`config.mk`:
```
export PLATFORM = sky130hd
export DESIGN_NAME = log_band_peak_meter_flat
export DESIGN_NICKNAME = d
export VERILOG_FILES = /design/src/hdl/lbpm_pkg.sv /design/src/hdl/lbpm_req_if.sv /design/src/hdl/lbpm_rsp_if.sv /design/src/hdl/lbpm_front.sv /design/src/hdl/lbpm_queue.sv /design/src/hdl/lbpm_back.sv /design/src/hdl/log_band_peak_meter.sv /design/src/flat_wrapper.sv
export SDC_FILE = /design/constraint.sdc
export NUM_CORES = 1
export LEC_CHECK = 0
export ABC_AREA = 1
export BUFFER_PORTS_ARGS = -buffer_cell sky130_fd_sc_hd__clkbuf_2
export CAP_MARGIN = 20
export CELL_PAD_IN_SITES_DETAIL_PLACEMENT = 0
export CELL_PAD_IN_SITES_GLOBAL_PLACEMENT = 1
export CORE_MARGIN = 4
export CORE_UTILIZATION = 52
export CTS_CLUSTER_DIAMETER = 80
export CTS_CLUSTER_SIZE = 16
export DETAILED_ROUTE_END_ITERATION = 7
export GPL_ROUTABILITY_DRIVEN = 0
export PLACE_DENSITY = 0.95
export SETUP_SLACK_MARGIN = 0.1
export SLEW_MARGIN = 20
export SYNTH_ARGS = -nofsm -noshare
export SYNTH_HDL_FRONTEND = slang
export SYNTH_SLANG_ARGS = --single-unit
```
`constraint.sdc`:
```
create_clock -name clock -period 11.14 [get_ports clock]
set_input_delay 0.557 -clock clock [delete_from_list [all_inputs] [get_ports clock]]
set_output_delay 0.557 -clock clock [all_outputs]
set_load 0.01 [all_outputs]
```
`src/hdl/lbpm_pkg.sv`:
```
package lbpm_pkg;

   // Fixed sizes of the item fields.
   localparam int SAMPLE_W   = 16;
   localparam int PEAK_W     = 15;
   localparam int PEAK_SHIFT = 7;
   localparam int K_W        = 8;
   localparam int POS_W      = 8;
   localparam int BAND_COUNT = 16;
   localparam int BAND_W     = 4;
   localparam int GAIN_W     = 16;
   localparam int LEVEL_W    = 19;

   // Log table precision and derived widths.
   localparam int LOG_FRACTION_BITS = 13;
   localparam int LN_W    = LOG_FRACTION_BITS + 3;
   localparam int PROD_W  = LN_W + GAIN_W;
   localparam int SHIFT_W = PROD_W - LOG_FRACTION_BITS;

   localparam logic [LEVEL_W-1:0]  LEVEL_MAX  = 19'd524287;
   localparam logic [GAIN_W-1:0]   GAIN_RESET = 16'd11819;
   localparam logic [POS_W-1:0]    FRAME_SPAN = 8'd255;
   localparam logic [BAND_W-1:0]   BAND_TOP   = 4'(BAND_COUNT - 1);
   localparam logic [63:0]         LN2_Q32    = 64'd2977044472;

   // Depth of the command queue between front and back.
   localparam int QUEUE_DEPTH = 4;
   localparam int QPTR_W      = $clog2(QUEUE_DEPTH);
   localparam int QCNT_W      = $clog2(QUEUE_DEPTH + 1);

   // First sample position of each band, with the frame end on top.
   typedef logic [BAND_COUNT:0][POS_W-1:0] edge_type;
   localparam edge_type BAND_EDGE = {
      8'd255, 8'd187, 8'd137, 8'd101, 8'd74, 8'd54, 8'd40, 8'd28, 8'd20,
      8'd14, 8'd10, 8'd7, 8'd5, 8'd3, 8'd2, 8'd1, 8'd0
   };

   typedef logic [255:0][LN_W-1:0] ln_table_type;

   // One band to be reported: its number and its shifted peak.
   typedef struct packed {
      logic [BAND_W-1:0] band;
      logic [K_W-1:0]    k;
   } cmd_type;

   typedef enum logic [0:0] {
      FE_TAKE,
      FE_FLUSH
   } fe_state_type;

   // Last sample position that belongs to a band.
   function automatic logic [POS_W-1:0] band_last(input logic [BAND_W-1:0] band);
      logic [BAND_W:0] idx;
      idx = {1'b0, band} + 5'd1;
      return BAND_EDGE[idx] - 8'd1;
   endfunction

   // Natural log of k in Q3.LOG_FRACTION_BITS, through a squaring log2.
   function automatic logic [LN_W-1:0] ln_entry(input int unsigned k);
      logic [63:0] x;
      logic [63:0] frac;
      logic [63:0] p;
      int unsigned n;
      n    = 0;
      frac = 64'd0;
      if (k == 0) begin
         return '0;
      end
      for (int i = 1; i < 8; i++) begin
         if ((k >> i) != 0) begin
            n = i;
         end
      end
      x = 64'(k) << (30 - n);
      for (int i = 0; i < 24; i++) begin
         x    = (x * x) >> 30;
         frac = frac << 1;
         if (x >= 64'h8000_0000) begin
            x    = x >> 1;
            frac = frac | 64'd1;
         end
      end
      p = ((64'(n) << 24) + frac) * LN2_Q32;
      return LN_W'((p + (64'd1 << (55 - LOG_FRACTION_BITS))) >> (56 - LOG_FRACTION_BITS));
   endfunction

   function automatic ln_table_type ln_table_build();
      ln_table_type t;
      for (int i = 0; i < 256; i++) begin
         t[i] = ln_entry(i);
      end
      return t;
   endfunction

   localparam ln_table_type LN_TABLE = ln_table_build();

endpackage

```
`src/hdl/lbpm_req_if.sv`:
```
interface lbpm_req_if import lbpm_pkg::*; ();
   logic                       valid;
   logic                       ready;
   logic signed [SAMPLE_W-1:0] sample;
   logic                       last_sample;

   modport source (output valid, sample, last_sample, input ready);
   modport sink   (input valid, sample, last_sample, output ready);
endinterface

```
`src/hdl/lbpm_rsp_if.sv`:
```
interface lbpm_rsp_if import lbpm_pkg::*; ();
   logic               valid;
   logic               ready;
   logic [BAND_W-1:0]  band;
   logic [LEVEL_W-1:0] level;
   logic               last_band;

   modport source (output valid, band, level, last_band, input ready);
   modport sink   (input valid, band, level, last_band, output ready);
endinterface

```
`src/hdl/lbpm_front.sv`:
```
module lbpm_front import lbpm_pkg::*; (
   input  logic        clock,
   input  logic        reset,
   lbpm_req_if.sink    req,
   input  logic        q_full,
   output logic        push_valid,
   output cmd_type     push_cmd
);

   fe_state_type state_ff, state_in;
   logic [POS_W-1:0]  pos_ff, pos_in;
   logic [BAND_W:0]   band_ff, band_in;
   logic [PEAK_W-1:0] peak_ff, peak_in;

   logic              accept;
   logic              active;
   logic              close;
   logic [PEAK_W-1:0] peak_new;
   logic [BAND_W:0]   band_next;

   // Classify the offered sample against the current band.
   always_comb begin
      active   = (pos_ff < FRAME_SPAN) && !band_ff[BAND_W];
      close    = active && (pos_ff >= band_last(band_ff[BAND_W-1:0]));
      peak_new = peak_ff;
      if (!req.sample[SAMPLE_W-1] && (req.sample[PEAK_W-1:0] > peak_ff)) begin
         peak_new = req.sample[PEAK_W-1:0];
      end
      band_next = band_ff + {{BAND_W{1'b0}}, close};
   end

   // Next state.
   always_comb begin
      state_in = state_ff;
      case (state_ff)
         FE_TAKE: begin
            if (accept && req.last_sample && !band_next[BAND_W]) begin
               state_in = FE_FLUSH;
            end
         end
         FE_FLUSH: begin
            if (!q_full && (band_ff[BAND_W-1:0] == BAND_TOP)) begin
               state_in = FE_TAKE;
            end
         end
         default: state_in = FE_TAKE;
      endcase
   end

   // Handshake and queue writes.
   always_comb begin
      req.ready  = 1'b0;
      push_valid = 1'b0;
      push_cmd   = '{band: band_ff[BAND_W-1:0], k: peak_new[PEAK_W-1:PEAK_SHIFT]};
      case (state_ff)
         FE_TAKE: begin
            req.ready  = !q_full;
            push_valid = accept && close;
         end
         FE_FLUSH: begin
            push_valid = !q_full;
            push_cmd.k = peak_ff[PEAK_W-1:PEAK_SHIFT];
         end
         default: begin
            req.ready  = 1'b0;
            push_valid = 1'b0;
         end
      endcase
   end

   assign accept = req.valid && req.ready;

   // Position, band and peak updates.
   always_comb begin
      pos_in  = pos_ff;
      band_in = band_ff;
      peak_in = peak_ff;
      if (state_ff == FE_TAKE) begin
         if (accept) begin
            if (req.last_sample) begin
               pos_in  = '0;
               band_in = band_next[BAND_W] ? '0 : band_next;
               peak_in = (close || band_next[BAND_W]) ? '0 : peak_new;
            end else begin
               if (pos_ff < FRAME_SPAN) begin
                  pos_in = pos_ff + 8'd1;
               end
               band_in = band_next;
               if (close) begin
                  peak_in = '0;
               end else if (active) begin
                  peak_in = peak_new;
               end
            end
         end
      end else if (!q_full) begin
         // Flush one open band per cycle while the queue is not full; only the first can carry a peak.
         peak_in = '0;
         band_in = (band_ff[BAND_W-1:0] == BAND_TOP) ? '0 : band_ff + 5'd1;
      end
   end

   always_ff @(posedge clock) begin
      if (reset) begin
         state_ff <= FE_TAKE;
         pos_ff   <= '0;
         band_ff  <= '0;
         peak_ff  <= '0;
      end else begin
         state_ff <= state_in;
         pos_ff   <= pos_in;
         band_ff  <= band_in;
         peak_ff  <= peak_in;
      end
   end

endmodule

```
`src/hdl/lbpm_queue.sv`:
```
module lbpm_queue import lbpm_pkg::*; (
   input  logic    clock,
   input  logic    reset,
   input  logic    push_valid,
   input  cmd_type push_cmd,
   output logic    full,
   input  logic    pop,
   output logic    pop_valid,
   output cmd_type pop_cmd
);

   cmd_type            entry_ff [QUEUE_DEPTH];
   logic [QPTR_W-1:0]  wr_ptr_ff, wr_ptr_in;
   logic [QPTR_W-1:0]  rd_ptr_ff, rd_ptr_in;
   logic [QCNT_W-1:0]  count_ff, count_in;
   logic               do_push;
   logic               do_pop;

   assign full      = (count_ff == QCNT_W'(QUEUE_DEPTH));
   assign pop_valid = (count_ff != '0);
   assign pop_cmd   = entry_ff[rd_ptr_ff];
   assign do_push   = push_valid && !full;
   assign do_pop    = pop && pop_valid;

   // Pointer and fill count updates.
   always_comb begin
      wr_ptr_in = do_push ? wr_ptr_ff + 1'b1 : wr_ptr_ff;
      rd_ptr_in = do_pop ? rd_ptr_ff + 1'b1 : rd_ptr_ff;
      count_in  = count_ff;
      if (do_push && !do_pop) begin
         count_in = count_ff + 1'b1;
      end else if (do_pop && !do_push) begin
         count_in = count_ff - 1'b1;
      end
   end

   always_ff @(posedge clock) begin
      if (reset) begin
         wr_ptr_ff <= '0;
         rd_ptr_ff <= '0;
         count_ff  <= '0;
      end else begin
         wr_ptr_ff <= wr_ptr_in;
         rd_ptr_ff <= rd_ptr_in;
         count_ff  <= count_in;
      end
   end

   // Entry storage.
   always_ff @(posedge clock) begin
      if (do_push) begin
         entry_ff[wr_ptr_ff] <= push_cmd;
      end
   end

endmodule

```
`src/hdl/lbpm_back.sv`:
```
module lbpm_back import lbpm_pkg::*; (
   input  logic              clock,
   input  logic              reset,
   input  logic              csr_write_enable,
   input  logic [GAIN_W-1:0] csr_write_data,
   input  logic              q_valid,
   input  cmd_type           q_cmd,
   output logic              q_pop,
   lbpm_rsp_if.source        rsp
);

   logic [GAIN_W-1:0]  gain_ff;
   logic               s1_valid_ff;
   logic [BAND_W-1:0]  s1_band_ff;
   logic [LN_W-1:0]    s1_entry_ff;
   logic               s2_valid_ff;
   logic [BAND_W-1:0]  s2_band_ff;
   logic [PROD_W-1:0]  s2_prod_ff;
   logic               out_valid_ff;
   logic [BAND_W-1:0]  out_band_ff;
   logic [LEVEL_W-1:0] out_level_ff;
   logic [LEVEL_W-1:0] level_in;
   logic [SHIFT_W-1:0] shifted;
   logic               advance;

   // The whole pipeline moves unless a result waits at the output with rsp.ready low.
   assign advance = !out_valid_ff || rsp.ready;
   assign q_pop   = advance && q_valid;

   // Drop the fraction bits and clamp to the level range.
   always_comb begin
      shifted  = SHIFT_W'(s2_prod_ff >> LOG_FRACTION_BITS);
      level_in = (shifted > SHIFT_W'(LEVEL_MAX)) ? LEVEL_MAX : LEVEL_W'(shifted);
   end

   // Gain register.
   always_ff @(posedge clock) begin
      if (reset) begin
         gain_ff <= GAIN_RESET;
      end else if (csr_write_enable) begin
         gain_ff <= csr_write_data;
      end
   end

   // Stage valid bits.
   always_ff @(posedge clock) begin
      if (reset) begin
         s1_valid_ff  <= 1'b0;
         s2_valid_ff  <= 1'b0;
         out_valid_ff <= 1'b0;
      end else if (advance) begin
         s1_valid_ff  <= q_valid;
         s2_valid_ff  <= s1_valid_ff;
         out_valid_ff <= s2_valid_ff;
      end
   end

   // Table lookup, gain multiply and output register.
   always_ff @(posedge clock) begin
      if (advance) begin
         s1_band_ff   <= q_cmd.band;
         s1_entry_ff  <= LN_TABLE[q_cmd.k];
         s2_band_ff   <= s1_band_ff;
         s2_prod_ff   <= PROD_W'(s1_entry_ff) * PROD_W'(gain_ff);
         out_band_ff  <= s2_band_ff;
         out_level_ff <= level_in;
      end
   end

   assign rsp.valid     = out_valid_ff;
   assign rsp.band      = out_band_ff;
   assign rsp.level     = out_level_ff;
   assign rsp.last_band = (out_band_ff == BAND_TOP);

endmodule

```
`src/hdl/log_band_peak_meter.sv`:
```
// A band's result goes through the command queue, then the lookup, multiply and output registers.
// Throughput: one sample per cycle while the command queue is not full; a marked sample that leaves
// bands open is followed by a flush of each open band (up to 15) into the queue, with req.ready low.
// The four-entry command queue and the output register absorb rsp.ready stalls.
// Reset (synchronous, active high) clears position, band, peak, queue and pipeline valid bits,
// and loads the gain register with 11819.
module log_band_peak_meter import lbpm_pkg::*; (
   input  logic              clock,
   input  logic              reset,
   lbpm_req_if.sink          req,
   lbpm_rsp_if.source        rsp,
   input  logic              csr_write_enable,
   input  logic [GAIN_W-1:0] csr_write_data
);

   logic    q_full;
   logic    push_valid;
   cmd_type push_cmd;
   logic    q_pop;
   logic    q_valid;
   cmd_type q_cmd;

   // Front: accepts samples, tracks bands, queues band reports.
   lbpm_front u_front (
      .clock      (clock),
      .reset      (reset),
      .req        (req),
      .q_full     (q_full),
      .push_valid (push_valid),
      .push_cmd   (push_cmd)
   );

   // Queue between front and back.
   lbpm_queue u_queue (
      .clock      (clock),
      .reset      (reset),
      .push_valid (push_valid),
      .push_cmd   (push_cmd),
      .full       (q_full),
      .pop        (q_pop),
      .pop_valid  (q_valid),
      .pop_cmd    (q_cmd)
   );

   // Back: log lookup, gain and result output.
   lbpm_back u_back (
      .clock            (clock),
      .reset            (reset),
      .csr_write_enable (csr_write_enable),
      .csr_write_data   (csr_write_data),
      .q_valid          (q_valid),
      .q_cmd            (q_cmd),
      .q_pop            (q_pop),
      .rsp              (rsp)
   );

endmodule

```
`src/flat_wrapper.sv`:
```
// flat-port wrapper written by rule: the top's interface ports become plain ports
module log_band_peak_meter_flat import lbpm_pkg::*;
  (clock, reset, csr_write_enable, csr_write_data, req_valid, req_sample, req_last_sample, req_ready, rsp_valid, rsp_band, rsp_level, rsp_last_band, rsp_ready);
  lbpm_req_if req_i ();
  lbpm_rsp_if rsp_i ();
  input  logic clock;
  input  logic reset;
  input  logic csr_write_enable;
  input  logic [GAIN_W-1:0] csr_write_data;
  input wire logic [$bits(req_i.valid)-1:0] req_valid;
  input wire logic [$bits(req_i.sample)-1:0] req_sample;
  input wire logic [$bits(req_i.last_sample)-1:0] req_last_sample;
  output wire logic [$bits(req_i.ready)-1:0] req_ready;
  output wire logic [$bits(rsp_i.valid)-1:0] rsp_valid;
  output wire logic [$bits(rsp_i.band)-1:0] rsp_band;
  output wire logic [$bits(rsp_i.level)-1:0] rsp_level;
  output wire logic [$bits(rsp_i.last_band)-1:0] rsp_last_band;
  input wire logic [$bits(rsp_i.ready)-1:0] rsp_ready;
  assign req_i.valid = req_valid;
  assign req_i.sample = req_sample;
  assign req_i.last_sample = req_last_sample;
  assign req_ready = req_i.ready;
  assign rsp_valid = rsp_i.valid;
  assign rsp_band = rsp_i.band;
  assign rsp_level = rsp_i.level;
  assign rsp_last_band = rsp_i.last_band;
  assign rsp_i.ready = rsp_ready;
  log_band_peak_meter u_core (.clock(clock), .reset(reset), .req(req_i), .rsp(rsp_i), .csr_write_enable(csr_write_enable), .csr_write_data(csr_write_data));
endmodule
```
**Word level (Yosys, flattened, before mapping)**

Memories as Yosys holds them, arrays and structs flattened. A register that Yosys moved wholly into a read port is not among the register bits.
Cells that the tools add are included.

- Bits in registers: 118
- Bits in latches: 0
- RAM bits: 48
- Memory bits (read-only): 4,352
- Bits of input ports: 38
- Output and inout port bits: 26
- Logic and storage cells: 98
- Memories kept: 3

Memories:

| name | depth | width | rd ports | clocked after Yosys merged registers in | wr ports | line | text |
|---|---|---|---|---|---|---|---|
| (no name shown) | 256 | 16 | 1 | 1 | 0 | lbpm_back.sv:62 | `s1_entry_ff <= LN_TABLE[q_cmd.k];` |
| (no name shown) | 32 | 8 | 1 | 0 | 0 | lbpm_pkg.sv:55 | `return BAND_EDGE[idx] - 8'd1;` |
| u_core.u_queue.entry_ff | 4 | 12 | 1 | 1 | 1 | lbpm_queue.sv:12 | `cmd_type entry_ff [QUEUE_DEPTH];` |

- $add $sub $neg: 9
- Multipliers: 1
- Divide/modulo/power cells: 0
- Order comparisons: 5
- Eq/ne operators: 4
- Shift-type cells: 0
- Mux-type cells: 29
- Bitwise logic cells: 1
- Reductions and logical operators: 30

Operators by type and width:

| cell | number |
|---|---|
| $mux 15 | 8 |
| $mul 16x16->32 | 1 |
| $mux 8 | 4 |
| $mux 5 | 5 |
| $gt 19x19->1 const B | 1 |
| $gt 15x15->1 | 1 |
| $logic_and 1x1->1 | 13 |
| $add 8x1->8 const B | 1 |
| $eq 4x4->1 const B | 2 |
| $ge 8x8->1 | 1 |
| $lt 8x8->1 const B | 1 |
| $sub 8x1->8 const B | 1 |
| $logic_not 1->1 | 7 |
| $lt 5x6->1 const B | 1 |
| $mux 3 | 2 |
| $reduce_and 3->1 | 2 |
| $reduce_bool 2->1 | 3 |
| $add 4x1->5 const B | 1 |
| $add 5x1->5 | 1 |
| $add 5x1->5 const B | 1 |
| $mux 1 | 5 |
| $add 2x1->2 const B | 2 |
| $mux 2 | 2 |
| $mux 4 | 1 |
| other kinds (10) | 12 |

**Depth between registers and ports, before layout**

- Depth in word-level cells: 13
- Gate-level depth with buffers: 30
- Mapped depth without buffers: 29

**By module**

Synthesis repeated with hierarchy kept, for this count alone.

- Cell total of the unflattened synthesis: 2,778
- Area total of the unflattened synthesis: 20,200.6 um^2

By module, submodules not included:

| module | times used | cells each | area each (um^2) | seq. area each (um^2) |
|---|---|---|---|---|
| lbpm_back | 1 | 2,192 | 15,299.7 | 2,362.3 |
| lbpm_front | 1 | 401 | 2,622.5 | 580.6 |
| lbpm_queue | 1 | 185 | 2,278.4 | 1,621.6 |

**Least setup slack after synthesis**

Ideal clock, no wire load.

- Path type: register to register
- Start point: reg u_core.u_back.s1_entry_ff[7]
- End point: reg u_core.u_back.s2_prod_ff[28], data pin
- Arrival time: 5,246 ps
- Required time: 10,881 ps
- Slack: 5,636 ps
- Stages on the path, launching flop included: 25
- Buffers on the path: 2
- Cell sequence: edfxtp_1 > clkbuf_1 > clkbuf_1 > nand2_1 > fa_1 > inv_1 > fa_1 > inv_1 > fa_1 > inv_1 > fa_1 > fa_1 > inv_1 > fa_1 > inv_1 > ha_1 > nand2_1 > inv_1 > a21boi_0 > nor2_1 > nor2_1 > nor3_1 > nor2_1 > nand2_1 > xor2_1

- Longest elaborated chain between the ends: 1

RTL lines:

| item | line | text |
|---|---|---|
| start, declared | lbpm_back.sv:15 | `logic [LN_W-1:0] s1_entry_ff;` |
| $mul 16x16->32 | lbpm_back.sv:64 | `s2_prod_ff <= PROD_W'(s1_entry_ff) * PROD_W'(gain_ff);` |
| end signal, assigned | lbpm_back.sv:64 |  |
| end, declared | lbpm_back.sv:18 | `logic [PROD_W-1:0] s2_prod_ff;` |

No other way between the ends.
A chain may end at the register's enable or synchronous reset.

**Worst setup path after layout**

- Start point: reg u_core.u_back.s1_entry_ff[11]
- End point: reg u_core.u_back.s2_prod_ff[31], data pin

The elaborated chain is that of the path after synthesis.

==> flow_metrics.py <==
metrics = {
    "final_layout": {
        "multiInputGateArea_sq_mm": 0.0131,
        "antenna_cells": 0,
        "seqCellArea_sq_mm": 0.00456,
        "fillCellCount": 3643,
        "drive_gt1_frac": 0.0526,
        "syn_to_final_growth_pct": 4.53,
        "final_nets": 3115,
    },
    "run_status": {
        "status": "finished with violations",
        "violations": "DRC",
    },
    "global_route": {
        "grt_pass1_wl_um": 94800,
        "grt_max_degree": 72,
        "grt_pass1_vias": 18321,
        "grt_use_total": 0.284,
        "grt_overflow": 0,
        "antenna_found_initial": 0,
    },
    "timing": {
        "post-route-period-util": 0.535,
        "finalHoldViolations": 0,
        "slew_viol_final": 0,
        "worst_pin_slew_ns": 1.21,
        "timing.slew.headroom": 0.193,
        "setup_viol": 0,
        "skew_ns": 0.0203,
        "setup-tns-final_ns": 0,
        "clock.fmax_mhz": 168,
        "period_needed_ns": 5.96,
        "rsz0062_at_grt": "false",
    },
    "die": {
        "ios": 64,
        "fp-row-count": 71,
        "die_w_um": 205,
        "die_area_sq_mm": 0.0421,
        "die_height_um": 205,
        "core-area_sq_mm": 0.0380,
        "start_util": 0.531,
    },
    "setup_path": {
        "r2r_start": "u_core.u_back.s1_entry_ff[11]",
        "ff2ff_path_depth": 19,
        "rrSetupSlack_ns": 5.18,
        "cp-end-kind": "register",
        "critPathRequiredTime_ns": 11.35,
        "critPathLaunch": "u_core.u_back.s1_entry_ff[11]",
        "critPathMaxFanout": 16,
        "critPathKind": "reg -> reg",
        "critPathLaunchType": "register",
        "cp.arrival_ns": 6.17,
        "worstSetupEndpoint": "u_core.u_back.s2_prod_ff[31]",
        "r2r_end": "u_core.u_back.s2_prod_ff[31]",
    },
    "logic_synthesis": {
        "synth_nets": 3173,
        "yosys.area.top_type": "fa_1",
        "synth.top_cell.area_share": 0.192,
        "yosysSeqAreaShare": 0.226,
        "synth.area.top_cells": "fa_1 (19%), edfxtp_1 (17%), nand2_1 (15%)",
        "synth_cells": 2783,
        "synth_cell_types": 50,
        "synth-seq-cells": 171,
        "yosysWarnings": 0,
        "syn_avg_cell_area_sq_um": 7.26,
        "netlist_area_sq_mm": 0.0202,
    },
    "clock_tree": {
        "htreeDepth": 4,
        "cts_max_path_buffers": 2,
        "cts-root-buf": "clkbuf_16",
        "post_cts_resized": 0,
        "clock-sinks": 171,
        "cts_tree": "yes",
        "hold_buffers": 0,
        "cts_made_buffers": 17,
        "clkTransAtPathRegs_ns": 0.08,
        "post_cts_buffers": 0,
        "clk_latency_ns": 0.46,
    },
    "worst_hold_path": {
        "hold_class": "in -> reg",
    },
    "route": {
        "routed_wl_um": 59500,
        "drt_first_pass_iters": 8,
        "wl_per_cell_um": 18.3,
        "ant_nets": 0,
        "drt-initial-drc-count": 2246,
        "viasPerCell": 5.71,
        "drc": 10,
        "dr_total_vias": 18553,
    },
    "placement": {
        "io_buffers": 63,
        "dp_hpwl_um": 43700,
    },
    "job": {
        "max_cap_viol_count": 0,
    },
}
[per-stage QoR]
stage          worst slack (ns)  utilization  instance area (sq um)  hold slack [ns]  cells
5_1_grt                    4.85        0.555                  21100            0.331   3249
6_report                   5.18        0.555                  21100            0.335   3249
2_1_floorplan              5.64            -                  20200            0.400   2783
3_5_place_dp               5.30        0.540                  20500            0.405   3217
3_3_place_gp               5.39        0.539                  20500            0.401   3217
4_1_cts                    5.26        0.555                  21100            0.314   3249
[cells in the mapped netlist, drive strengths merged]
cell / instances
o21ai: 123
nor3: 13
ha: 158
nor2: 173
a221oi: 4
nor3b: 1
a21o: 6
xor2: 17
nor4: 1
dfxtp: 57
o21bai: 7
a41oi: 1
inv: 495
a22oi: 1
o22ai: 5
edfxtp: 114
o221a: 1
a21boi: 3
or2: 3
nand3: 240
and3: 1
o22a: 1
o31ai: 1
xnor2: 10
a211oi: 3
a31oi: 8
o211ai: 8
o221ai: 3
fa: 194
nand3b: 4
a21oi: 109
clkbuf: 93
nand4: 20
o21a: 2
nand2: 845
buf: 58
[critical path: stages, from the launching register on]
cell and delay [ns]:
edfxtp_1 0.88, nand2_1 0.20, fa_1 0.56, fa_1 0.54, inv_1 0.07, fa_1 0.57, fa_1 0.43, fa_1 0.49
inv_1 0.05, fa_1 0.47, inv_1 0.05, ha_1 0.35, a21oi_1 0.17, inv_1 0.06, nor2_1 0.22, o21ai_0 0.18
a31oi_1 0.22, nand2_1 0.08, nand2_1 0.06, nand2_1 0.05
[area by class of cell]
type | count | share of cell area
Multi-Input combinational cell | 1966 | 0.618
Sequential cell | 171 | 0.216
Inverter | 495 | 0.0881
Tap cell | 511 | 0.0303
Clock buffer | 24 | 0.0248
Timing Repair Buffer | 74 | 0.0188
Clock inverter | 8 | 0.00332
[kinds of logic after synthesis]
kind of cell	Yosys count	synth area share
AO/OA/AOI/OAI	286	0.0780
XOR/XNOR	27	0.0121
adder cells (fa/ha/maj)	352	0.290
buffers and inverters	646	0.128
flip-flops	171	0.226
AND/OR/NAND/NOR	1301	0.266
[registers in the layout (all words and copies together) (netlist names), 2 cells and up, named ones only]
signal                     flops
u_core.u_queue.entry_ff       48
u_core.u_back.rsp.level       19
u_core.u_back.s2_prod_ff      19
u_core.u_back.gain_ff         16
u_core.u_back.s1_entry_ff     16
u_core.u_front.peak_ff        15
u_core.u_front.pos_ff          8
u_core.u_front.band_ff         5
u_core.u_back.rsp.band         4
u_core.u_back.s1_band_ff       4
u_core.u_back.s2_band_ff       4
u_core.u_queue.count_ff        3
u_core.u_queue.rd_ptr_ff       2
u_core.u_queue.wr_ptr_ff       2
[how the worst min path moves through the flow]
stage / start / endpoint / slack [ns] / cells past startpoint
finish: csr_write_data[0] / u_core.u_back.gain_ff[0] / 0.33 / 3
global route: csr_write_data[0] / u_core.u_back.gain_ff[0] / 0.33 / 3
detailed placement: u_core.u_back.s2_prod_ff[20] / u_core.u_back.rsp.level[7] / 0.40 / 0
global placement: u_core.u_back.s2_band_ff[2] / u_core.u_back.rsp.band[2] / 0.40 / 0
CTS: csr_write_data[0] / u_core.u_back.gain_ff[0] / 0.31 / 3
floorplan: u_core.u_back.s2_band_ff[0] / u_core.u_back.rsp.band[0] / 0.40 / 0
[routing by layer]
layer / up-vias / track usage / wire length [um]
met3: 299 / 0.0622 / 5400
met5: - / 0 / 0
li1: 8551 / - / -
met2: 1003 / 0.473 / 28200
met4: 0 / 0.127 / 3100
met1: 8700 / 0.356 / 22800
[cells in the final DEF, fill, tap and decap left out, types with 17 or more instances in the layout]
cell type,n
clkbuf_2,63
nand4_1,20
fa_1,194
nor2_1,164
nand2_1,829
xor2_1,17
inv_1,489
edfxtp_1,114
o21ai_0,115
a21oi_1,108
nand3_1,237
dfxtp_1,57
ha_1,158
clkbuf_16,19
Power is left out: the tool's default activity adds up to more than one toggle a clock period on the data nets, which glitch-free logic cannot reach.
